`src/design/sma_pkg.sv`:
```
package sma_pkg;

   // default capacity of the stack
   localparam int DEPTH_DEFAULT = 16;

   // width of the entry count field on the result channel
   localparam int COUNT_PORT_W = 5;

   // operation codes carried by a request
   typedef enum logic [1:0] {
      MODE_PUSH   = 2'd0,
      MODE_POP    = 2'd1,
      MODE_READ   = 2'd2,
      MODE_DELETE = 2'd3
   } mode_type;

   // result status codes
   typedef enum logic [1:0] {
      STATUS_OK    = 2'd0,
      STATUS_EMPTY = 2'd1,
      STATUS_FULL  = 2'd2
   } status_type;

   // request transaction
   typedef struct packed {
      mode_type           mode;
      logic signed [31:0] push_value;
   } req_payload_type;

   // response transaction
   typedef struct packed {
      logic signed [31:0]      result_value;
      status_type              status;
      logic [COUNT_PORT_W-1:0] entry_count;
   } rsp_payload_type;

   // commands from the controller to the datapath
   typedef struct packed {
      logic capture;
      logic commit;
   } cmd_type;

endpackage

```
`src/design/sma_ifs.sv`:
```
// request channel
interface sma_req_if import sma_pkg::*; ();
   logic            valid;
   logic            ready;
   req_payload_type payload;

   modport source (output valid, output payload, input ready);
   modport sink   (input valid, input payload, output ready);
endinterface

// response channel
interface sma_rsp_if import sma_pkg::*; ();
   logic            valid;
   logic            ready;
   rsp_payload_type payload;

   modport source (output valid, output payload, input ready);
   modport sink   (input valid, input payload, output ready);
endinterface

```
`src/design/sma_ctrl.sv`:
```
module sma_ctrl import sma_pkg::*; (
   input  logic    clock,
   input  logic    reset,
   input  logic    req_valid,
   input  logic    rsp_ready,
   output logic    req_ready,
   output logic    rsp_valid,
   output cmd_type cmd
);

   typedef enum logic [1:0] {
      ST_IDLE = 2'b01,
      ST_EXEC = 2'b10
   } state_type;

   state_type state_ff, state_in;
   logic      rsp_valid_ff, rsp_valid_in;
   logic      slot_free;

   // output register can take a new result
   assign slot_free = !rsp_valid_ff || rsp_ready;

   // next state and commands
   always_comb begin
      state_in     = state_ff;
      rsp_valid_in = rsp_valid_ff && !rsp_ready;
      cmd.capture  = 1'b0;
      cmd.commit   = 1'b0;
      unique case (state_ff)
         ST_IDLE: begin
            if (req_valid) begin
               cmd.capture = 1'b1;
               state_in    = ST_EXEC;
            end
         end
         ST_EXEC: begin
            if (slot_free) begin
               cmd.commit   = 1'b1;
               rsp_valid_in = 1'b1;
               state_in     = ST_IDLE;
            end
         end
         default: begin
            state_in = ST_IDLE;
         end
      endcase
   end

   // control registers
   always_ff @(posedge clock) begin
      if (reset) begin
         state_ff     <= ST_IDLE;
         rsp_valid_ff <= 1'b0;
      end else begin
         state_ff     <= state_in;
         rsp_valid_ff <= rsp_valid_in;
      end
   end

   assign req_ready = (state_ff == ST_IDLE);
   assign rsp_valid = rsp_valid_ff;

endmodule

```
`src/design/sma_datapath.sv`:
```
module sma_datapath import sma_pkg::*; #(
   parameter int DEPTH = DEPTH_DEFAULT
) (
   input  logic            clock,
   input  logic            reset,
   input  cmd_type         cmd,
   input  req_payload_type req_payload,
   output rsp_payload_type rsp_payload
);

   localparam int PTR_W = (DEPTH > 1) ? $clog2(DEPTH) : 1;
   localparam int CNT_W = $clog2(DEPTH + 1);

   // slot memories
   logic [31:0]      val_mem  [DEPTH];
   logic [PTR_W-1:0] dn_mem   [DEPTH];
   logic [PTR_W-1:0] up_mem   [DEPTH];
   logic [PTR_W-1:0] free_mem [DEPTH];

   // list state
   logic [CNT_W-1:0] count_ff, count_in;
   logic [CNT_W-1:0] fresh_ff, fresh_in;
   logic [CNT_W-1:0] free_cnt_ff, free_cnt_in;
   logic [PTR_W-1:0] top_ff, top_in;
   logic [PTR_W-1:0] mid_ff, mid_in;

   // captured request
   mode_type           mode_ff;
   logic signed [31:0] value_ff;

   // registered read data
   logic [31:0]      val_rd_ff;
   logic [PTR_W-1:0] dna_rd_ff, dnb_rd_ff, up_rd_ff, free_rd_ff;

   // response register
   logic signed [31:0]      rsp_value_ff, rsp_value_in;
   status_type              rsp_status_ff, rsp_status_in;
   logic [COUNT_PORT_W-1:0] rsp_count_ff, rsp_count_in;

   // write ports
   logic             val_we, dn_we, up_we, free_we;
   logic [PTR_W-1:0] val_wa, dn_wa, dn_wd, up_wa, up_wd, free_wa, free_wd;

   logic [PTR_W-1:0]         val_ra, free_ra;
   logic [CNT_W-1:0]         free_dec;
   logic [PTR_W-1:0]         alloc_slot;
   logic                     use_free, is_empty, is_full, has_below, has_above;
   logic [CNT_W+COUNT_PORT_W-1:0] count_wide;

   assign free_dec   = free_cnt_ff - CNT_W'(1);
   assign free_ra    = free_dec[PTR_W-1:0];
   assign val_ra     = (req_payload.mode == MODE_POP) ? top_ff : mid_ff;
   assign use_free   = (free_cnt_ff != '0);
   assign alloc_slot = use_free ? free_rd_ff : fresh_ff[PTR_W-1:0];
   assign is_empty   = (count_ff == '0);
   assign is_full    = (count_ff == CNT_W'(DEPTH));
   assign has_below  = (count_ff > CNT_W'(1));
   assign has_above  = (mid_ff != top_ff);

   // operation on captured request and read data
   always_comb begin
      top_in        = top_ff;
      mid_in        = mid_ff;
      count_in      = count_ff;
      fresh_in      = fresh_ff;
      free_cnt_in   = free_cnt_ff;
      rsp_value_in  = '0;
      rsp_status_in = STATUS_OK;
      val_we        = 1'b0;
      val_wa        = alloc_slot;
      dn_we         = 1'b0;
      dn_wa         = alloc_slot;
      dn_wd         = top_ff;
      up_we         = 1'b0;
      up_wa         = top_ff;
      up_wd         = alloc_slot;
      free_we       = 1'b0;
      free_wa       = free_cnt_ff[PTR_W-1:0];
      free_wd       = top_ff;
      priority if (mode_ff == MODE_PUSH && is_full) begin
         rsp_status_in = STATUS_FULL;
      end else if (mode_ff == MODE_PUSH) begin
         // link new slot above the top
         val_we = 1'b1;
         dn_we  = 1'b1;
         up_we  = !is_empty;
         if (use_free) begin
            free_cnt_in = free_dec;
         end else begin
            fresh_in = fresh_ff + CNT_W'(1);
         end
         count_in = count_ff + CNT_W'(1);
         top_in   = alloc_slot;
         if (is_empty) begin
            mid_in = alloc_slot;
         end else if (count_ff[0]) begin
            // middle steps up when the new count is even
            mid_in = has_above ? up_rd_ff : alloc_slot;
         end
      end else if (is_empty) begin
         rsp_status_in = STATUS_EMPTY;
      end else begin
         unique case (mode_ff)
            MODE_POP: begin
               rsp_value_in = val_rd_ff;
               if (has_below) begin
                  top_in = dna_rd_ff;
               end
               free_we     = 1'b1;
               free_wd     = top_ff;
               free_cnt_in = free_cnt_ff + CNT_W'(1);
               count_in    = count_ff - CNT_W'(1);
               if (!count_ff[0]) begin
                  mid_in = dnb_rd_ff;
               end
            end
            MODE_READ: begin
               rsp_value_in = val_rd_ff;
            end
            MODE_DELETE: begin
               rsp_value_in = val_rd_ff;
               // unlink the middle slot
               if (has_below && has_above) begin
                  up_we = 1'b1;
                  up_wa = dnb_rd_ff;
                  up_wd = up_rd_ff;
                  dn_we = 1'b1;
                  dn_wa = up_rd_ff;
                  dn_wd = dnb_rd_ff;
               end
               if (has_below && !has_above) begin
                  top_in = dnb_rd_ff;
               end
               free_we     = 1'b1;
               free_wd     = mid_ff;
               free_cnt_in = free_cnt_ff + CNT_W'(1);
               count_in    = count_ff - CNT_W'(1);
               if (has_below) begin
                  mid_in = count_ff[0] ? up_rd_ff : dnb_rd_ff;
               end
            end
            default: begin
            end
         endcase
      end
   end

   assign count_wide   = (CNT_W + COUNT_PORT_W)'(count_in);
   assign rsp_count_in = count_wide[COUNT_PORT_W-1:0];

   // memory ports
   always_ff @(posedge clock) begin
      if (cmd.commit && val_we) begin
         val_mem[val_wa] <= value_ff;
      end
      if (cmd.commit && dn_we) begin
         dn_mem[dn_wa] <= dn_wd;
      end
      if (cmd.commit && up_we) begin
         up_mem[up_wa] <= up_wd;
      end
      if (cmd.commit && free_we) begin
         free_mem[free_wa] <= free_wd;
      end
      if (cmd.capture) begin
         val_rd_ff  <= val_mem[val_ra];
         dna_rd_ff  <= dn_mem[top_ff];
         dnb_rd_ff  <= dn_mem[mid_ff];
         up_rd_ff   <= up_mem[mid_ff];
         free_rd_ff <= free_mem[free_ra];
      end
   end

   // request capture and response register
   always_ff @(posedge clock) begin
      if (cmd.capture) begin
         mode_ff  <= req_payload.mode;
         value_ff <= req_payload.push_value;
      end
      if (cmd.commit) begin
         rsp_value_ff  <= rsp_value_in;
         rsp_status_ff <= rsp_status_in;
         rsp_count_ff  <= rsp_count_in;
      end
   end

   // list control registers
   always_ff @(posedge clock) begin
      if (reset) begin
         count_ff    <= '0;
         fresh_ff    <= '0;
         free_cnt_ff <= '0;
         top_ff      <= '0;
         mid_ff      <= '0;
      end else if (cmd.commit) begin
         count_ff    <= count_in;
         fresh_ff    <= fresh_in;
         free_cnt_ff <= free_cnt_in;
         top_ff      <= top_in;
         mid_ff      <= mid_in;
      end
   end

   assign rsp_payload.result_value = rsp_value_ff;
   assign rsp_payload.status       = rsp_status_ff;
   assign rsp_payload.entry_count  = rsp_count_ff;

endmodule

```
`src/design/stack_with_middle_access_unit.sv`:
```
// Bounded stack of DEPTH signed 32-bit values that can also read or remove
// its middle element (position floor(n/2)+1 counted from the bottom). Every
// request transaction (push, pop, read middle, delete middle) yields exactly
// one response transaction carrying the value, a status and the new count.
// A transaction passes through ST_IDLE and ST_EXEC: accepting a request in
// ST_IDLE issues registered reads of the value, link and free-slot memories,
// ST_EXEC writes the memories back and loads the output register, so a new
// request is taken only once the previous one is loaded; a response stalled
// by the sink holds ST_EXEC until the output register frees. Slots are
// handed out from a fill counter and a free-slot stack, so the memories need
// no clearing pass after reset.
module stack_with_middle_access_unit import sma_pkg::*; #(
   parameter int DEPTH = DEPTH_DEFAULT
) (
   input  logic       clock,
   input  logic       reset,
   sma_req_if.sink    req_bus,
   sma_rsp_if.source  rsp_bus
);

   cmd_type cmd;

   // sequencing and handshake
   sma_ctrl u_ctrl (
      .clock     (clock),
      .reset     (reset),
      .req_valid (req_bus.valid),
      .rsp_ready (rsp_bus.ready),
      .req_ready (req_bus.ready),
      .rsp_valid (rsp_bus.valid),
      .cmd       (cmd)
   );

   // list memories and response register
   sma_datapath #(
      .DEPTH (DEPTH)
   ) u_datapath (
      .clock       (clock),
      .reset       (reset),
      .cmd         (cmd),
      .req_payload (req_bus.payload),
      .rsp_payload (rsp_bus.payload)
   );

endmodule

```
`src/flat_wrapper.sv`:
```
// flat-port wrapper written by rule: the top's interface ports become plain ports
module stack_with_middle_access_unit_flat import sma_pkg::*;
#(
   parameter int DEPTH = DEPTH_DEFAULT
)
  (clock, reset, req_bus_valid, req_bus_payload, req_bus_ready, rsp_bus_valid, rsp_bus_payload, rsp_bus_ready);
  sma_req_if req_bus_i ();
  sma_rsp_if rsp_bus_i ();
  input  logic clock;
  input  logic reset;
  input wire logic [$bits(req_bus_i.valid)-1:0] req_bus_valid;
  input wire logic [$bits(req_bus_i.payload)-1:0] req_bus_payload;
  output wire logic [$bits(req_bus_i.ready)-1:0] req_bus_ready;
  output wire logic [$bits(rsp_bus_i.valid)-1:0] rsp_bus_valid;
  output wire logic [$bits(rsp_bus_i.payload)-1:0] rsp_bus_payload;
  input wire logic [$bits(rsp_bus_i.ready)-1:0] rsp_bus_ready;
  assign req_bus_i.valid = req_bus_valid;
  assign req_bus_i.payload = req_bus_payload;
  assign req_bus_ready = req_bus_i.ready;
  assign rsp_bus_valid = rsp_bus_i.valid;
  assign rsp_bus_payload = rsp_bus_i.payload;
  assign rsp_bus_i.ready = rsp_bus_ready;
  stack_with_middle_access_unit #(.DEPTH(DEPTH)) u_core (.clock(clock), .reset(reset), .req_bus(req_bus_i), .rsp_bus(rsp_bus_i));
endmodule
```
`config.mk`:
```
export PLATFORM = sky130hd
export DESIGN_NAME = stack_with_middle_access_unit_flat
export DESIGN_NICKNAME = d
export VERILOG_FILES = /design/src/design/sma_pkg.sv /design/src/design/sma_ifs.sv /design/src/design/sma_ctrl.sv /design/src/design/sma_datapath.sv /design/src/design/stack_with_middle_access_unit.sv /design/src/flat_wrapper.sv
export SDC_FILE = /design/constraint.sdc
export NUM_CORES = 1
export LEC_CHECK = 0
export BUFFER_PORTS_ARGS = -buffer_cell sky130_fd_sc_hd__buf_2
export CELL_PAD_IN_SITES_DETAIL_PLACEMENT = 1
export CELL_PAD_IN_SITES_GLOBAL_PLACEMENT = 1
export CORE_ASPECT_RATIO = 1.5
export CORE_UTILIZATION = 35
export CTS_CLUSTER_SIZE = 40
export DETAILED_ROUTE_END_ITERATION = 10
export GPL_TIMING_DRIVEN = 0
export MAX_ROUTING_LAYER = met4
export PLACE_DENSITY = 0.54
export SETUP_SLACK_MARGIN = 0.5
export SYNTH_ARGS = -nofsm -noshare
export SYNTH_HDL_FRONTEND = slang
export SYNTH_SLANG_ARGS = --single-unit
```
`constraint.sdc`:
```
create_clock -name clock -period 9.6 [get_ports clock]
set_clock_uncertainty 0.1 [all_clocks]
set_input_delay 1.92 -clock clock [delete_from_list [all_inputs] [get_ports clock]]
set_output_delay 1.92 -clock clock [all_outputs]
set_load 0.1 [all_outputs]
```
Yosys cells after proc, flatten, opt, wreduce, memory -nomap -nowiden. Memories as Yosys holds them, arrays and structs flattened. A register that Yosys moved wholly into a read port is not among the register bits. Index checks and enable logic that the tools add are counted.

Equality and inequality tests: 17. Multiplexer cells: 69. Reductions and logical operators: 27. Add/sub/neg operators: 5. Magnitude comparators: 1. Bitwise operators: 3.

Operators with widths (number): 4-bit 2-to-1 mux (28); 5-bit 2-to-1 mux (8); 1-bit 2-to-1 mux (28); 4-bit case mux with 2 select lines (2); 5-bit by 1-bit adder with 5-bit output (second input constant) (3); 3-bit != test (second input constant) (5); 5-bit by 1-bit subtractor with 5-bit output (second input constant) (2); 1-bit logical AND (8); 7-bit AND reduction (1); 2-bit by 1-bit equality test with 1-bit output (second input constant) (3); 2-bit equality test (second input constant) (3); 2-bit != test (second input constant) (3); 6-bit AND reduction (1); 5-bit equality test (second input constant) (1); 5-bit by 1-bit greater-than comparator with 1-bit output (second input constant) (1); 5-bit zero test (1); 5-bit AND reduction (1); 5-bit nonzero test (1); 1-bit zero test (4); 2-bit 2-to-1 mux (2); 4-bit != test (1); 2-bit case mux with 2 select lines (1); 4-bit AND reduction (1); 2-bit OR reduction (2); other kinds (9) (11).

Logic and storage cells: 139. Memories kept: 4. Output and inout bits: 41. Register bits after elaboration: 99. RAM bits: 704.

Memories: u_core.u_datapath.val_mem (words 16, width 32, read ports 1, clocked after memory_dff 1, write ports 1, line sma_datapath.sv:15) `logic [31:0] val_mem [DEPTH];`; u_core.u_datapath.dn_mem (words 16, width 4, read ports 2, clocked after memory_dff 2, write ports 1, line sma_datapath.sv:16) `logic [PTR_W-1:0] dn_mem [DEPTH];`; u_core.u_datapath.free_mem (words 16, width 4, read ports 1, clocked after memory_dff 1, write ports 1, line sma_datapath.sv:18) `logic [PTR_W-1:0] free_mem [DEPTH];`; u_core.u_datapath.up_mem (words 16, width 4, read ports 1, clocked after memory_dff 1, write ports 1, line sma_datapath.sv:17) `logic [PTR_W-1:0] up_mem [DEPTH];`.

Depth between registers and ports, before layout.
Depth in word-level cells: 10. Mapped depth: 10. Mapped depth without buffers: 7.

Cells and area by module. A second synthesis with hierarchy kept.

Cell total of the unflattened synthesis: 1979. Area, all modules: 33567.2 um^2.

Modules (own cells, without submodules): sma_datapath (sequential area each 25214.2 um^2, cells an instance 1967, instances 1, area each 33438.3 um^2); sma_ctrl (sequential area each 60.1 um^2, cells an instance 12, instances 1, area each 128.9 um^2).

Least setup slack after synthesis. OpenSTA, ideal clock, no wires.

Kind: input to register. Start: in rsp_bus_ready. End: mem u_core.u_datapath.val_mem[10][0], enable pin. Stages: 6. Path buffers: 1. Library setup time: 421 ps. Slack: 3686 ps. Arrival time: 5393 ps. Cell sequence: nand2b_1 nand2_1 inv_1 clkbuf_1 nand4_1 nor2_1.

RTL lines: start: declaration (line flat_wrapper.sv:16) `input wire logic [$bits(rsp_bus_i.ready)-1:0] rsp_bus_ready;`; end: declaration (line sma_datapath.sv:15).

==> results.ini <==
[place]
gp_congestion = 0.886
dp_hpwl_um = 73600
io_buffer_count = 78
pre_cts_ws_ns = 4.29

[detailed_routing]
wirelength_um = 107000
drt.antenna.violating_nets = 0
via_count = 19950
drc = 0
drt-wirelength-per-cell_um = 29.4
drt_iter0_markers = 1587
vias_per_cell = 5.51
drt_pass1_iterations = 7

[clock_network]
cts_htree_levels = 3
hold_buffers = 0
cts_tree = done
cts_buffers = 86
cts.sinks = 850
post_cts_buffers = 0
clkTransAtPathRegs_ns = 0.07
clk_latency_ns = 0.69
cts_resized = 0
clock_path_buffers = 3
cts-root-buf = clkbuf_16

[logic_synthesis]
netlist_top_cells_count = 825 x edfxtp_1, 119 x nor2_1, 117 x a211oi_1
yosysWarnings = 0
yosysUniqueCellTypes = 76
synth_area_mm2 = 0.0344
synth_fp_nets = 2128
synth_edf_count = 825
yosysTopAreaCell = edfxtp_1
synth.area.top_cells = edfxtp_1 72%, mux4_2 5.3%, mux2i_1 2.9%
synthCells = 2080
ys_seq_elements = 850
async_flop_share_pct = 0
synth.yosys.seq_area_share_pct = 73.5
yosys.area.top_type_share_pct = 72.1
synth_flop_cell = edfxtp_1
synth.avg_cell_area_um2 = 16.5
yosysMostFrequentCell = edfxtp_1

[power]
p_sw_share_pct = 21.8
pwr-share-seq_pct = 53.5
p_total_mw = 7.74
comb_power_share_pct = 2.6
switchingPower_mw = 1.68
leakage_nw = 12.7
intPower_mw = 6.06
p_per_area_mw_per_mm2 = 194
power_frac_clock_pct = 43.9
ir_drop_v = 0.000151

[sta]
min_period_over_period_pct = 47.7
fin_crit_ns = 4.58
max-slew-margin-rel_pct = 16.4
rsz0062_at_grt = no
whs_ns = 0.441
fmax_mhz = 218
fin_ws_ns = 5.02
worst_pin_slew_ns = 1.25
setup_viol = 0
hold_violations = 0
maxSlewViolCount = 0

[critical_path]
reg2regPathDepth = 9
worstSetupStartpointType = input port
endpoint_kind = flip-flop
critPathMaxFanout = 35
crit_path_cell_trace = buf_2, nand2b_1, nand2_1, inv_1, clkbuf_4, buf_16, nand4_1, nor2_4, buf_12
reg2reg_slack_ns = 5.02
worst_r2r_endpoint = u_core.u_datapath.val_mem[0][2]$_DFFE_PP_
cpPeakStageDelay_ns = 0.93
crit_required_ns = 9.87
rr_startpoint = u_core.u_datapath.free_cnt_ff[0]$_SDFFE_PP0P_
arrival_ns = 4.85
path_class = in2reg
cpMaxStageDelayCell = nor2_4

[finish]
area_growth_pct = 16.0
drive_above_1_share_pct = 18.4
final_core_util_pct = 41.0
nNetsFinal = 2320
fillCellCount = 9608

[grt]
overflow = 0
grt_pass1_vias = 21610
grt_first_pass_wirelength_um = 153000
antenna_found_initial = 2
track_usage_pct = 22.2
grt_max_degree = 54

[status]
outcome = completed

[floorplan]
die_x_um = 258
num_io_pins = 79
rows = 140
die_area_mm2 = 0.0995
dieHeight_um = 386
start_util_pct = 35.4
core-area_mm2 = 0.0972

[hold_path]
min_to = u_core.u_ctrl.rsp_valid$_SDFF_PP0_
hp-class = reg2reg
hold_depth = 2
min_from = u_core.u_ctrl.rsp_valid$_SDFF_PP0_

[job]
drv_cap = 0

cells by family after synthesis:
kind of cell / share of synthesized area (%)
AO/OA/AOI/OAI: 9.17
XOR/XNOR: 0.408
adder cells (fa/ha/maj): 0.364
buffers and inverters: 2.74
flip-flops: 73.5
multiplexers: 8.75
AND/OR/NAND/NOR: 5.04
power by group through the flow:
stage / sequential, mW / clock [mW] / combinational [mW]
after floorplan: 4.21 / 0 / 0.0999
after global routing: 4.15 / 3.60 / 0.209
final: 4.14 / 3.40 / 0.198
after global placement: 4.22 / 0 / 0.193
after CTS: 4.14 / 3.48 / 0.200
after detailed placement: 4.22 / 0 / 0.199
layout make-up:
cell class	instances	area, µm²	area share, %
inverters	72	270	0.678
repair buffers	104	940	2.36
multi-input cells	1017	8280	20.8
diodes	1	2.50	0.00628
clock buffers	102	2250	5.66
clock inverters	57	564	1.42
well taps	1278	1600	4.01
plain buffers	141	674	1.69
flip-flops and latches	850	25300	63.4
through the flow:
| step | std cells | setup TNS [ns] | instance area [µm²] |
|---|---|---|---|
| after floorplan | 2080 | 0 | 34400 |
| final | 3622 | 0 | 39900 |
| after detailed placement | 3462 | 0 | 37000 |
| after CTS | 3621 | 0 | 39900 |
| after global routing | 3621 | 0 | 39900 |
| after global placement | 3436 | -240.33 | 36400 |
flip-flops by register name, indices dropped and copies added (netlist names), 5 cells and up:
signal,cells
u_core.u_datapath.count_ff,5
u_core.u_datapath.val_mem,512
u_core.u_datapath.free_cnt_ff,5
u_core.u_datapath.value_ff,32
u_core.u_datapath.val_rd_ff,32
u_core.u_datapath.rsp_value_ff,32
u_core.u_datapath.dn_mem,64
u_core.u_datapath.free_mem,64
u_core.u_datapath.rsp_count_ff,5
u_core.u_datapath.up_mem,64
critical path, delay by kind of cell:
family | cells | cell delay [ns]
buffers and inverters | 5 | 1.09
and+or+nand+nor | 4 | 1.80
routing by layer:
layer,GRT usage (%),vias to the layer above,share of wire [%]
met5,-,-,0
met2,41.1,519,55
met3,2.15,186,3.4
met4,8.15,0,3.2
met1,24.5,10485,38
li1,-,8760,-
worst max path at each step:
stage,endpoint,start,slack [ns],depth (start not counted)
floorplan,u_core.u_datapath.val_mem[10][0]$_DFFE_PP_,rsp_bus_ready,3.69,6
global placement,u_core.u_datapath.val_mem[2][14]$_DFFE_PP_,rsp_bus_ready,-1.06,7
detailed placement,u_core.u_datapath.val_mem[0][20]$_DFFE_PP_,rsp_bus_ready,4.29,9
CTS,u_core.u_datapath.val_mem[0][16]$_DFFE_PP_,u_core.u_datapath.free_cnt_ff[0]$_SDFFE_PP0P_,5.01,9
global route,u_core.u_datapath.val_mem[0][16]$_DFFE_PP_,u_core.u_datapath.free_cnt_ff[0]$_SDFFE_PP0P_,4.84,9
finish,u_core.u_datapath.val_mem[0][2]$_DFFE_PP_,rsp_bus_ready,5.02,9
cells in the final DEF (no fill, tap or decap), types with 41 or more instances in the layout:
cell type,n
clkbuf_16,88
o22ai_1,47
inv_1,71
o221ai_1,41
mux2i_1,99
edfxtp_1,825
a211oi_1,117
nor2_1,103
buf_2,133
mux4_2,81
nand2_1,116
a21oi_1,48
clkbuf_1,72
a31oi_1,46
(Power assumes the default switching activity.)
